===== config.mk =====
export PLATFORM = sky130hd
export DESIGN_NAME = csma_cd_byte_transmitter_unit
export DESIGN_NICKNAME = d
export VERILOG_FILES = /design/src/rtl/cbt_pkg.sv /design/src/rtl/cbt_front.sv /design/src/rtl/cbt_engine.sv /design/src/rtl/cbt_out_stage.sv /design/src/rtl/csma_cd_byte_transmitter_unit.sv
export SDC_FILE = /design/constraint.sdc
export NUM_CORES = 1
export LEC_CHECK = 0
export ABC_AREA = 0
export BUFFER_PORTS_ARGS = -buffer_cell sky130_fd_sc_hd__buf_2
export CAP_MARGIN = 40
export CORE_UTILIZATION = 55
export CTS_CLUSTER_DIAMETER = 80
export DETAILED_ROUTE_END_ITERATION = 8
export PLACE_DENSITY = 0.84
export REMOVE_ABC_BUFFERS = 1
export SYNTH_ARGS = -nofsm -noshare
export SYNTH_HDL_FRONTEND = slang
export SYNTH_HIERARCHICAL = 1
export SYNTH_SLANG_ARGS = --single-unit

===== constraint.sdc =====
create_clock -name clk -period 8.9 [get_ports clk]
set_input_delay 0.89 -clock clk [delete_from_list [all_inputs] [get_ports clk]]
set_output_delay 0.89 -clock clk [all_outputs]
set_load 0.02 [all_outputs]

===== src/rtl/cbt_pkg.sv =====
// ---------------------------------------------------------------------------
// CSMA/CD byte transmitter package
// Shared types, register indexes, result codes and LFSR tap masks.
// ---------------------------------------------------------------------------
package cbt_pkg;

  // Input item as it arrives on the item channel
  typedef struct packed {
    logic       kind;
    logic [7:0] data_byte;
    logic       msg_end;
    logic       channel_busy;
    logic       collision_seen;
  } in_item_t;

  // Result item as it leaves on the result channel
  typedef struct packed {
    logic [1:0] out_kind;
    logic [7:0] out_byte;
    logic [3:0] try_number;
    logic       last_of_run;
  } out_item_t;

  // Input kind codes
  localparam logic KIND_OFFER = 1'b0;
  localparam logic KIND_TICK  = 1'b1;

  // Result kind codes
  localparam logic [1:0] RES_DATA  = 2'd0;
  localparam logic [1:0] RES_JAM   = 2'd1;
  localparam logic [1:0] RES_ABORT = 2'd2;
  localparam logic [1:0] RES_DONE  = 2'd3;

  // Configuration register indexes
  localparam int unsigned CFG_IDX_W = 3;
  localparam int unsigned CFG_DATA_W = 16;
  typedef enum logic [CFG_IDX_W-1:0] {
    REG_MAX_TRIES    = 3'd0,
    REG_POLL_TICKS   = 3'd1,
    REG_WINDOW_TICKS = 3'd2,
    REG_SLOT_TICKS   = 3'd3,
    REG_BACKOFF_CAP  = 3'd4,
    REG_JAM_BYTE     = 3'd5,
    REG_RANDOM_SEED  = 3'd6
  } cfg_reg_t;

  // Register reset values
  localparam logic [3:0]  MAX_TRIES_RST    = 4'd10;
  localparam logic [15:0] POLL_TICKS_RST   = 16'd500;
  localparam logic [15:0] WINDOW_TICKS_RST = 16'd200;
  localparam logic [7:0]  SLOT_TICKS_RST   = 8'd10;
  localparam logic [3:0]  BACKOFF_CAP_RST  = 4'd10;
  localparam logic [7:0]  JAM_BYTE_RST     = 8'd126;

  // Largest backoff exponent the hardware supports
  localparam logic [3:0]  EXP_LIMIT = 4'd10;
  localparam int unsigned TIMER_W   = 18;

  // Configuration seen by the engine
  typedef struct packed {
    logic [3:0]  max_tries;
    logic [15:0] poll_ticks;
    logic [15:0] window_ticks;
    logic [7:0]  slot_ticks;
    logic [3:0]  backoff_cap;
    logic [7:0]  jam_byte;
  } cfg_t;

  // Seed write toward the LFSR
  typedef struct packed {
    logic        load;
    logic [15:0] value;
  } seed_load_t;

  // Classified command held in the front queue
  typedef enum logic {
    OP_OFFER = 1'b0,
    OP_TICK  = 1'b1
  } op_t;

  typedef struct packed {
    op_t        op;
    logic [7:0] data_byte;
    logic       msg_end;
    logic       busy;
    logic       coll;
  } cmd_t;

  // Results caused by one command: zero, one or two
  typedef struct packed {
    logic [1:0] cnt;
    out_item_t  res0;
    out_item_t  res1;
  } res_group_t;

  // Transmitter phase
  typedef enum logic [1:0] {
    PH_IDLE    = 2'd0,
    PH_POLL    = 2'd1,
    PH_WINDOW  = 2'd2,
    PH_BACKOFF = 2'd3
  } phase_t;

  // Feedback taps for LFSR widths 11 through 32
  localparam logic [31:0] TAP_MASKS [0:21] = '{
    32'h00000500, 32'h00000829, 32'h0000100D, 32'h00002015, 32'h00006000,
    32'h0000D008, 32'h00012000, 32'h00020400, 32'h00040023, 32'h00090000,
    32'h00140000, 32'h00300000, 32'h00420000, 32'h00E10000, 32'h01200000,
    32'h02000023, 32'h04000013, 32'h09000000, 32'h14000000, 32'h20000029,
    32'h48000000, 32'h80200003
  };

endpackage


===== src/rtl/cbt_front.sv =====
// ---------------------------------------------------------------------------
// CSMA/CD transmitter front end
// Accepts input items, classifies them into commands and queues them.
// ---------------------------------------------------------------------------
module cbt_front import cbt_pkg::*; (
  input  logic     clk,
  input  logic     rst,
  input  logic     item_valid,
  output logic     item_stall,
  input  in_item_t item,
  output logic     cmd_valid,
  output cmd_t     cmd,
  input  logic     cmd_take
);

  localparam int unsigned DEPTH = 2;

  cmd_t       entries [DEPTH];
  logic       wr_ptr;
  logic       rd_ptr;
  logic [1:0] count;
  logic       push;
  logic       pop;
  cmd_t       cmd_in;

  // Classify the incoming item
  always_comb begin
    cmd_in.op        = (item.kind == KIND_TICK) ? OP_TICK : OP_OFFER;
    cmd_in.data_byte = item.data_byte;
    cmd_in.msg_end   = item.msg_end;
    cmd_in.busy      = item.channel_busy;
    cmd_in.coll      = item.collision_seen;
  end

  assign item_stall = (count == 2'(DEPTH));
  assign push       = item_valid && !item_stall;
  assign cmd_valid  = (count != 2'd0);
  assign pop        = cmd_valid && cmd_take;
  assign cmd        = entries[rd_ptr];

  // Advance pointers and count
  always_ff @(posedge clk) begin
    if (rst) begin
      wr_ptr <= 1'b0;
      rd_ptr <= 1'b0;
      count  <= 2'd0;
    end else begin
      if (push) wr_ptr <= ~wr_ptr;
      if (pop)  rd_ptr <= ~rd_ptr;
      case ({push, pop})
        2'b10:   count <= count + 2'd1;
        2'b01:   count <= count - 2'd1;
        default: count <= count;
      endcase
    end
  end

  // Hold queued commands
  always_ff @(posedge clk) begin
    if (push) entries[wr_ptr] <= cmd_in;
  end

endmodule


===== src/rtl/cbt_engine.sv =====
// ---------------------------------------------------------------------------
// CSMA/CD transmitter engine
// Runs carrier sense, collision window and backoff; one command per ready cycle.
// ---------------------------------------------------------------------------
module cbt_engine import cbt_pkg::*; #(
  parameter int unsigned LFSR_WIDTH = 16
) (
  input  logic       clk,
  input  logic       rst,
  input  cfg_t       cfg,
  input  seed_load_t seed,
  input  logic       cmd_valid,
  input  cmd_t       cmd,
  output logic       cmd_take,
  input  logic       grp_ready,
  output logic       grp_valid,
  output res_group_t grp
);

  localparam logic [LFSR_WIDTH-1:0] TAPS = LFSR_WIDTH'(TAP_MASKS[LFSR_WIDTH-11]);

  phase_t               phase, phase_next;
  logic [7:0]           held_byte, held_byte_next;
  logic                 held_end, held_end_next;
  logic [3:0]           try_count, try_count_next;
  logic [TIMER_W-1:0]   wait_timer, wait_timer_next;
  logic [LFSR_WIDTH-1:0] lfsr, lfsr_next;
  logic                 discarding, discarding_next;

  logic [LFSR_WIDTH-1:0] lfsr_stepped;
  logic [LFSR_WIDTH-1:0] lfsr_seeded;
  logic [31:0]           seed_wide;
  logic [3:0]            try_inc;
  logic [3:0]            exp_k;
  logic [9:0]            rand_mask;
  logic [9:0]            rand_val;
  logic [TIMER_W-1:0]    backoff_len;
  logic                  consume;
  res_group_t            grp_c;

  function automatic out_item_t make_res(logic [1:0] k, logic [7:0] b, logic [3:0] t);
    out_item_t r;
    r.out_kind    = k;
    r.out_byte    = b;
    r.try_number  = t;
    r.last_of_run = 1'b0;
    return r;
  endfunction

  // Next LFSR value, zero replaced by one
  always_comb begin
    lfsr_stepped = {lfsr[LFSR_WIDTH-2:0], ^(lfsr & TAPS)};
    if (lfsr_stepped == '0) lfsr_stepped = LFSR_WIDTH'(1);
  end

  // Seed load value, zero replaced by one
  always_comb begin
    seed_wide   = {16'b0, seed.value};
    lfsr_seeded = seed_wide[LFSR_WIDTH-1:0];
    if (lfsr_seeded == '0) lfsr_seeded = LFSR_WIDTH'(1);
  end

  // Backoff length from clamped exponent and stepped LFSR
  always_comb begin
    try_inc = (try_count < 4'd15) ? try_count + 4'd1 : try_count;
    exp_k   = try_inc;
    if (exp_k > cfg.backoff_cap) exp_k = cfg.backoff_cap;
    if (exp_k > EXP_LIMIT)       exp_k = EXP_LIMIT;
    rand_mask   = 10'((11'd1 << exp_k) - 11'd1);
    rand_val    = lfsr_stepped[9:0] & rand_mask;
    backoff_len = TIMER_W'(rand_val * cfg.slot_ticks);
  end

  assign consume   = cmd_valid && grp_ready;
  assign cmd_take  = consume;
  assign grp_valid = consume;
  assign grp       = grp_c;

  // Next state and results for the command at the queue head
  always_comb begin
    phase_next      = phase;
    held_byte_next  = held_byte;
    held_end_next   = held_end;
    try_count_next  = try_count;
    wait_timer_next = wait_timer;
    lfsr_next       = lfsr;
    discarding_next = discarding;
    grp_c           = '0;

    if (cmd.op == OP_OFFER) begin
      if (phase == PH_IDLE) begin
        if (discarding) begin
          if (cmd.msg_end) discarding_next = 1'b0;
        end else begin
          held_byte_next = cmd.data_byte;
          held_end_next  = cmd.msg_end;
          try_count_next = 4'd0;
          if (cmd.busy) begin
            phase_next      = PH_POLL;
            wait_timer_next = TIMER_W'(cfg.poll_ticks);
          end else begin
            grp_c.cnt       = 2'd1;
            grp_c.res0      = make_res(RES_DATA, cmd.data_byte, 4'd0);
            phase_next      = PH_WINDOW;
            wait_timer_next = TIMER_W'(cfg.window_ticks);
          end
        end
      end
    end else if (phase != PH_IDLE) begin
      if (wait_timer > TIMER_W'(1)) begin
        wait_timer_next = wait_timer - TIMER_W'(1);
      end else begin
        wait_timer_next = '0;
        if (phase == PH_WINDOW) begin
          if (!cmd.coll) begin
            grp_c.cnt  = 2'd1;
            grp_c.res0 = make_res(RES_DONE, 8'd0, try_count);
            phase_next = PH_IDLE;
          end else begin
            try_count_next = try_inc;
            grp_c.res0     = make_res(RES_JAM, cfg.jam_byte, try_inc);
            if (try_inc >= cfg.max_tries) begin
              grp_c.cnt       = 2'd2;
              grp_c.res1      = make_res(RES_ABORT, 8'd0, try_inc);
              discarding_next = !held_end;
              phase_next      = PH_IDLE;
            end else begin
              grp_c.cnt       = 2'd1;
              lfsr_next       = lfsr_stepped;
              wait_timer_next = backoff_len;
              phase_next      = PH_BACKOFF;
            end
          end
        end else if (cmd.busy) begin
          phase_next      = PH_POLL;
          wait_timer_next = TIMER_W'(cfg.poll_ticks);
        end else begin
          grp_c.cnt       = 2'd1;
          grp_c.res0      = make_res(RES_DATA, held_byte, try_count);
          phase_next      = PH_WINDOW;
          wait_timer_next = TIMER_W'(cfg.window_ticks);
        end
      end
    end

    // Mark the final result of the run
    if (grp_c.cnt == 2'd1) grp_c.res0.last_of_run = 1'b1;
    if (grp_c.cnt == 2'd2) grp_c.res1.last_of_run = 1'b1;
  end

  // Phase register
  always_ff @(posedge clk) begin
    if (rst) begin
      phase <= PH_IDLE;
    end else if (consume) begin
      phase <= phase_next;
    end
  end

  // Transfer state registers
  always_ff @(posedge clk) begin
    if (rst) begin
      held_byte  <= 8'd0;
      held_end   <= 1'b0;
      try_count  <= 4'd0;
      wait_timer <= '0;
      discarding <= 1'b0;
    end else if (consume) begin
      held_byte  <= held_byte_next;
      held_end   <= held_end_next;
      try_count  <= try_count_next;
      wait_timer <= wait_timer_next;
      discarding <= discarding_next;
    end
  end

  // LFSR: seed write loads, backoff draw advances
  always_ff @(posedge clk) begin
    if (rst) begin
      lfsr <= LFSR_WIDTH'(1);
    end else if (seed.load) begin
      lfsr <= lfsr_seeded;
    end else if (consume) begin
      lfsr <= lfsr_next;
    end
  end

endmodule


===== src/rtl/cbt_out_stage.sv =====
// ---------------------------------------------------------------------------
// CSMA/CD transmitter output stage
// Holds a group of up to two results and hands them out one per request.
// ---------------------------------------------------------------------------
module cbt_out_stage import cbt_pkg::*; (
  input  logic       clk,
  input  logic       rst,
  input  logic       grp_valid,
  input  res_group_t grp,
  output logic       grp_ready,
  output logic       result_valid,
  input  logic       result_stall,
  output out_item_t  result
);

  out_item_t  slot0;
  out_item_t  slot1;
  logic [1:0] count;
  logic       pop;

  assign result_valid = (count != 2'd0);
  assign result       = slot0;
  assign pop          = result_valid && !result_stall;
  assign grp_ready    = (count == 2'd0) || ((count == 2'd1) && pop);

  // Track how many results are held
  always_ff @(posedge clk) begin
    if (rst) begin
      count <= 2'd0;
    end else if (grp_valid && grp_ready) begin
      count <= grp.cnt;
    end else if (pop) begin
      count <= count - 2'd1;
    end
  end

  // Load a new group or shift the second result forward
  always_ff @(posedge clk) begin
    if (grp_valid && grp_ready) begin
      slot0 <= grp.res0;
      slot1 <= grp.res1;
    end else if (pop) begin
      slot0 <= slot1;
    end
  end

endmodule


===== src/rtl/csma_cd_byte_transmitter_unit.sv =====
// ---------------------------------------------------------------------------
// CSMA/CD byte transmitter
// Sends offered bytes with carrier sense, collision jam and binary backoff.
// ---------------------------------------------------------------------------
// Usage: the item channel carries byte offers (kind 0) and time ticks
// (kind 1) together with the sensed carrier and collision flags. The result
// channel carries data-sent, jam-sent, abort and byte-done reports; one item
// causes zero, one or two results, the last flagged by last_of_run.
// An item moves through a two-entry command queue into the engine, which
// retires one command per cycle while the output register takes results;
// they land in that two-slot register in the next cycle, so the first
// result shows once the item has passed the queue and the output register.
// Throughput is one item per cycle while items cause at most one result
// with no result stall; jam plus abort holds the engine while both go out.
// Reset clears the phase, counters and queues, restores register defaults
// and loads the LFSR with one. When the result side stalls, the output
// register holds, the engine waits and the queue fills; item_stall rises
// once both queue entries are taken. Configuration writes take effect on
// the next cycle; a seed write also reloads the LFSR.
// ---------------------------------------------------------------------------
module csma_cd_byte_transmitter_unit import cbt_pkg::*; #(
  parameter int unsigned LFSR_WIDTH = 16
) (
  input  logic                  clk,
  input  logic                  rst,
  input  logic                  item_valid,
  output logic                  item_stall,
  input  in_item_t              item,
  output logic                  result_valid,
  input  logic                  result_stall,
  output out_item_t             result,
  input  logic                  cfg_write,
  input  logic [CFG_IDX_W-1:0]  cfg_index,
  input  logic [CFG_DATA_W-1:0] cfg_data
);

  cfg_t       cfg;
  seed_load_t seed;
  logic       cmd_valid;
  cmd_t       cmd;
  logic       cmd_take;
  logic       grp_valid;
  logic       grp_ready;
  res_group_t grp;

  // Configuration registers
  always_ff @(posedge clk) begin
    if (rst) begin
      cfg.max_tries    <= MAX_TRIES_RST;
      cfg.poll_ticks   <= POLL_TICKS_RST;
      cfg.window_ticks <= WINDOW_TICKS_RST;
      cfg.slot_ticks   <= SLOT_TICKS_RST;
      cfg.backoff_cap  <= BACKOFF_CAP_RST;
      cfg.jam_byte     <= JAM_BYTE_RST;
    end else if (cfg_write) begin
      case (cfg_index)
        REG_MAX_TRIES:    cfg.max_tries    <= cfg_data[3:0];
        REG_POLL_TICKS:   cfg.poll_ticks   <= cfg_data;
        REG_WINDOW_TICKS: cfg.window_ticks <= cfg_data;
        REG_SLOT_TICKS:   cfg.slot_ticks   <= cfg_data[7:0];
        REG_BACKOFF_CAP:  cfg.backoff_cap  <= cfg_data[3:0];
        REG_JAM_BYTE:     cfg.jam_byte     <= cfg_data[7:0];
        default:          cfg              <= cfg;
      endcase
    end
  end

  // Seed write goes straight to the LFSR
  assign seed.load  = cfg_write && (cfg_index == REG_RANDOM_SEED);
  assign seed.value = cfg_data;

  cbt_front u_front (
    .clk        (clk),
    .rst        (rst),
    .item_valid (item_valid),
    .item_stall (item_stall),
    .item       (item),
    .cmd_valid  (cmd_valid),
    .cmd        (cmd),
    .cmd_take   (cmd_take)
  );

  cbt_engine #(
    .LFSR_WIDTH (LFSR_WIDTH)
  ) u_engine (
    .clk       (clk),
    .rst       (rst),
    .cfg       (cfg),
    .seed      (seed),
    .cmd_valid (cmd_valid),
    .cmd       (cmd),
    .cmd_take  (cmd_take),
    .grp_ready (grp_ready),
    .grp_valid (grp_valid),
    .grp       (grp)
  );

  cbt_out_stage u_out (
    .clk          (clk),
    .rst          (rst),
    .grp_valid    (grp_valid),
    .grp          (grp),
    .grp_ready    (grp_ready),
    .result_valid (result_valid),
    .result_stall (result_stall),
    .result       (result)
  );

endmodule


==> impl_metrics.prom <==
# TYPE chip_impl_metric gauge
chip_impl_metric{name="via_per_inst",unit=""} 6.035
chip_impl_metric{name="finalHoldWorstSlack",unit="ps"} 474.6
chip_impl_metric{name="yosys_register_bits",unit=""} 167
chip_impl_metric{name="timing_max_transition_violations_final",unit=""} 0
chip_impl_metric{name="final_period_minus_worst_setup_slack",unit="ps"} 8187
chip_impl_metric{name="io_buffer_count",unit=""} 52
chip_impl_metric{name="finalClockSkew",unit="ps"} 5.190
chip_impl_metric{name="number_of_maximum_capacitance_violations",unit=""} 0
chip_impl_metric{name="coreArea",unit="sq mm"} 0.02043
chip_impl_metric{name="htree_levels",unit=""} 4
chip_impl_metric{name="synth_edf_count",unit=""} 54
chip_impl_metric{name="critical_path.max_fanout",unit=""} 18
chip_impl_metric{name="post_synth_inst_count",unit=""} 1273
chip_impl_metric{name="dieArea",unit="sq mm"} 0.02158
chip_impl_metric{name="final_layout_size_suffix_gt1_frac",unit=""} 0.1133
chip_impl_metric{name="maxSlewHeadroom",unit=""} 0.3765
chip_impl_metric{name="synthesis.area_per_instance",unit="sq um"} 9.072
chip_impl_metric{name="ys_types",unit=""} 84
chip_impl_metric{name="design.final.nets",unit=""} 1415
chip_impl_info{name="netlist.top_cell.by_area",value="sky130_fd_sc_hd__dfxtp_1"} 1
chip_impl_metric{name="clk_sink_count",unit=""} 167
chip_impl_metric{name="yosys_warnings",unit=""} 6
chip_impl_info{name="worstSetupEndpointType",value="flip-flop"} 1
chip_impl_metric{name="area_of_the_mapped_netlist",unit="sq mm"} 0.01155
chip_impl_metric{name="dr.pass1.iters",unit=""} 6
chip_impl_info{name="synthFlopType",value="sky130_fd_sc_hd__dfxtp_1"} 1
chip_impl_metric{name="max_clock_freq",unit="MHz"} 122.2
chip_impl_metric{name="multi_input_comb_area",unit="sq mm"} 0.006957
chip_impl_metric{name="path_clk_slew",unit="ps"} 70
chip_impl_metric{name="number_of_setup_violations_in_the_final_report",unit=""} 0
chip_impl_metric{name="placed_cell_area",unit="sq mm"} 0.01184
chip_impl_metric{name="remaining_drc_errors",unit=""} 0
chip_impl_metric{name="ir_worst_vdd",unit="uV"} 179.5
chip_impl_info{name="cts.root.buffer_cell",value="sky130_fd_sc_hd__clkbuf_16"} 1
chip_impl_metric{name="fillCellCount",unit=""} 1672
chip_impl_info{name="unrepaired_setup_endpoints_after_global_routing",value="no"} 1
chip_impl_metric{name="dp_hpwl",unit="microns"} 20590
chip_impl_metric{name="final_weighted_congestion_of_routability_driven_global_placement",unit=""} 0.9893
chip_impl_metric{name="global_route.usage.total",unit=""} 0.2693
chip_impl_metric{name="cts.hold.buffers_added",unit=""} 0
chip_impl_metric{name="grt_antenna_before_repair",unit=""} 0
chip_impl_metric{name="tightest_slew",unit="ps"} 928.1
chip_impl_metric{name="crit_arrival",unit="ps"} 8530
chip_impl_metric{name="die_x",unit="microns"} 146.9
chip_impl_info{name="cp-start-kind",value="flip-flop"} 1
chip_impl_metric{name="report.final.hold_viol_count",unit=""} 0
chip_impl_metric{name="leakagePower",unit="uW"} 0.005481
chip_impl_metric{name="die_height",unit="microns"} 146.9
chip_impl_info{name="ys_top_cells_by_area",value="sky130_fd_sc_hd__dfxtp_1 (20%), sky130_fd_sc_hd__edfxtp_1 (14%), sky130_fd_sc_hd__fa_1 (8.3%)"} 1
chip_impl_metric{name="finalInstanceArea",unit="sq mm"} 0.01243
chip_impl_metric{name="drt-initial-drc-count",unit=""} 926
chip_impl_metric{name="area.sequential",unit="sq mm"} 0.003884
chip_impl_metric{name="grt_pass1_wl",unit="microns"} 46040
chip_impl_metric{name="syn_to_final_growth",unit="%"} 7.660
chip_impl_info{name="timing.setup.critical_path_class",value="flip-flop to flip-flop"} 1
chip_impl_metric{name="antenna_left",unit=""} 0
chip_impl_metric{name="grt_pass1_vias",unit=""} 9083
chip_impl_info{name="hold_removal_path_class",value="flip-flop to flip-flop"} 1
chip_impl_metric{name="cp_required",unit="ps"} 9250
chip_impl_metric{name="count_of_standard_cell_rows",unit=""} 52
chip_impl_metric{name="ioPinCount",unit=""} 53
chip_impl_metric{name="clockBufferDepth",unit=""} 2
chip_impl_metric{name="synth_async_sr_flop_share",unit=""} 0
chip_impl_metric{name="finalCritPeriodShare",unit=""} 0.9198
chip_impl_metric{name="fin_total_pwr",unit="uW"} 2849
chip_impl_metric{name="yosys.area.top_type_share",unit=""} 0.1959
chip_impl_metric{name="start_util",unit=""} 0.5653
chip_impl_metric{name="grt_start_max_net_pins",unit=""} 82
chip_impl_metric{name="ant_diodes",unit=""} 0
chip_impl_metric{name="overflow",unit=""} 0
chip_impl_metric{name="number_of_vias_in_the_routed_layout",unit=""} 9408
chip_impl_metric{name="clk_lat_worst_skew",unit="ps"} 440
chip_impl_metric{name="average_routed_wire_per_standard_cell",unit="microns"} 18.25
chip_impl_metric{name="route.final.wire_length",unit="microns"} 28460
chip_impl_info{name="run_status",value="completed"} 1
chip_impl_metric{name="synth.yosys.seq_area_share",unit=""} 0.3363
chip_impl_info{name="clock_tree_from_tritoncts",value="built"} 1
chip_impl_metric{name="timing.setup.tns",unit="ps"} 0
chip_impl_metric{name="cellPowerDensity",unit="mW/mm^2"} 229.2
chip_impl_metric{name="number_of_buffers_created_by_cts",unit=""} 17
per-stage QoR:
step | utilization | instances | setup slack [ps]
6_report | 0.6086 | 1559 | 713.4
5_1_grt | 0.6086 | 1559 | 192.8
3_5_place_dp | 0.5793 | 1527 | 605.6
3_3_place_gp | 0.5788 | 1526 | 992.7
2_1_floorplan | - | 1195 | 1002
4_1_cts | 0.6084 | 1559 | 564.2
registers in the layout (all words and copies together), names as in the netlist, 2 cells and up, named ones only:
signal	cells
u_out/count	2
u_out/slot1	15
u_engine/try_count	4
u_front/count	2
u_engine/held_byte	8
u_engine/lfsr	16
u_engine/wait_timer	18
u_front/entries	24
cfg	56
u_out/result	15
u_engine/phase	2
Yosys cell counts (all sizes together), types with 3 or more instances:
| master | count |
|---|---|
| a211oi | 26 |
| a21o | 7 |
| nand2b | 56 |
| clkbuf | 55 |
| nor2 | 121 |
| o21a | 9 |
| a311oi | 3 |
| nor4 | 10 |
| xor2 | 9 |
| mux2 | 23 |
| fa | 48 |
| nand3b | 11 |
| xnor2 | 16 |
| buf | 31 |
| a22oi | 8 |
| a21oi | 53 |
| edfxtp | 54 |
| nand4b | 3 |
| a21boi | 3 |
| and2 | 47 |
| a221oi | 3 |
| nor3 | 20 |
| mux2i | 88 |
| o32ai | 4 |
| o21ai | 57 |
| o2111ai | 3 |
| ha | 55 |
| o21bai | 3 |
| and3 | 10 |
| dfxtp | 113 |
| nand2 | 125 |
| or3 | 9 |
| nand4 | 5 |
| o221ai | 3 |
| o22ai | 6 |
| nor2b | 4 |
| inv | 83 |
| a2111oi | 5 |
| nand3 | 23 |
| or2 | 5 |
| a31oi | 14 |
| nor3b | 10 |
| nand4bb | 3 |
critical path, cell delays in order, from the launching register on:
cell and delay (ps):
sky130_fd_sc_hd__dfxtp_1 410, sky130_fd_sc_hd__ha_1 240, sky130_fd_sc_hd__nand3_1 140, sky130_fd_sc_hd__mux2i_1 260, sky130_fd_sc_hd__inv_1 180, sky130_fd_sc_hd__ha_1 320
sky130_fd_sc_hd__nor2b_1 130, sky130_fd_sc_hd__o21a_1 160, sky130_fd_sc_hd__o21a_1 160, sky130_fd_sc_hd__o21ai_1 420, sky130_fd_sc_hd__mux2i_1 320, sky130_fd_sc_hd__nand3_1 110
sky130_fd_sc_hd__ha_2 290, sky130_fd_sc_hd__or3_1 520, sky130_fd_sc_hd__a21oi_1 260, sky130_fd_sc_hd__fa_1 450, sky130_fd_sc_hd__fa_1 470, sky130_fd_sc_hd__fa_1 520
sky130_fd_sc_hd__inv_1 60, sky130_fd_sc_hd__fa_1 520, sky130_fd_sc_hd__inv_1 40, sky130_fd_sc_hd__ha_1 340, sky130_fd_sc_hd__a21o_1 220, sky130_fd_sc_hd__a2111oi_1 570
sky130_fd_sc_hd__a21boi_0 360, sky130_fd_sc_hd__o2111ai_1 140, sky130_fd_sc_hd__and4_1 240, sky130_fd_sc_hd__nor4_1 230
timing repair:
action,in CTS,in global routing
endpoints found under the setup margin,0,2
endpoints found under the hold margin,0,0
resized for setup,0,2
buffers inserted,0,0
report_power, final:
group / internal [uW] / switching (uW)
Combinational: 365 / 701
Sequential: 955 / 81.7
Clock: 421 / 326
Total: 1740 / 1110
cells in the final DEF (no fill, tap or decap), types with 5 or more instances in the layout:
cell type / Yosys / final
sky130_fd_sc_hd__edfxtp_1: 54 / 54
sky130_fd_sc_hd__inv_1: 81 / 81
sky130_fd_sc_hd__o21ai_1: 4 / 5
sky130_fd_sc_hd__and3_1: 10 / 10
sky130_fd_sc_hd__nor2_1: 119 / 119
sky130_fd_sc_hd__mux2_2: 23 / 23
sky130_fd_sc_hd__xor2_1: 9 / 9
sky130_fd_sc_hd__clkbuf_16: 0 / 17
sky130_fd_sc_hd__a31oi_1: 14 / 14
sky130_fd_sc_hd__o22ai_1: 6 / 6
sky130_fd_sc_hd__and2_1: 47 / 47
sky130_fd_sc_hd__nor4_1: 8 / 8
sky130_fd_sc_hd__nor3_1: 19 / 19
sky130_fd_sc_hd__or2_2: 5 / 5
sky130_fd_sc_hd__a21oi_1: 51 / 51
sky130_fd_sc_hd__nand3_1: 21 / 21
sky130_fd_sc_hd__xnor2_1: 16 / 16
sky130_fd_sc_hd__o21a_1: 9 / 9
sky130_fd_sc_hd__mux2i_1: 88 / 88
sky130_fd_sc_hd__a211oi_1: 25 / 25
sky130_fd_sc_hd__buf_2: 10 / 51
sky130_fd_sc_hd__or3_1: 9 / 9
sky130_fd_sc_hd__nand2_1: 124 / 124
sky130_fd_sc_hd__nand2b_1: 55 / 55
sky130_fd_sc_hd__fa_1: 48 / 48
sky130_fd_sc_hd__o21ai_0: 52 / 51
sky130_fd_sc_hd__ha_1: 55 / 54
sky130_fd_sc_hd__a21o_1: 7 / 7
sky130_fd_sc_hd__a22oi_1: 8 / 8
sky130_fd_sc_hd__nand3b_1: 10 / 10
sky130_fd_sc_hd__buf_4: 14 / 10
sky130_fd_sc_hd__dfxtp_1: 113 / 113
sky130_fd_sc_hd__conb_1: 1 / 9
sky130_fd_sc_hd__nor3b_1: 10 / 10
final timing paths:
kind	from	end	slack, ps	cells after the start
hold / removal	cfg[31]	cfg[31]	470	2
hold reg to reg	cfg[31]	cfg[31]	470	2
setup reg to reg	u_engine/try_count[0]	u_engine/wait_timer[14]	710	27
setup / recovery	u_engine/try_count[0]	u_engine/wait_timer[14]	710	27
metal layers:
metal / global-route usage / share of wire
met1: 0.3523 / 0.41
met2: 0.4405 / 0.47
met3: 0.04534 / 0.078
met4: 0.1165 / 0.038
met5: 0 / 0
layout make-up:
type | count | share of cell area
tap | 270 | 0.02717
inverter | 85 | 0.02566
multi-input combinational | 943 | 0.5595
clock buffer | 17 | 0.03422
sequential | 167 | 0.3124
clock inverter | 15 | 0.01359
timing repair buffer | 62 | 0.02747
cell families after synthesis:
group / synth area share
flip-flops: 0.3363
multiplexers: 0.09870
adder cells (fa/ha/maj): 0.1428
AND/OR/NAND/NOR: 0.2108
buffers and inverters: 0.06446
other: 0.0003247
AO/OA/AOI/OAI: 0.1276
XOR/XNOR: 0.01896
No activity file was read; power rests on OpenSTA's default activity.
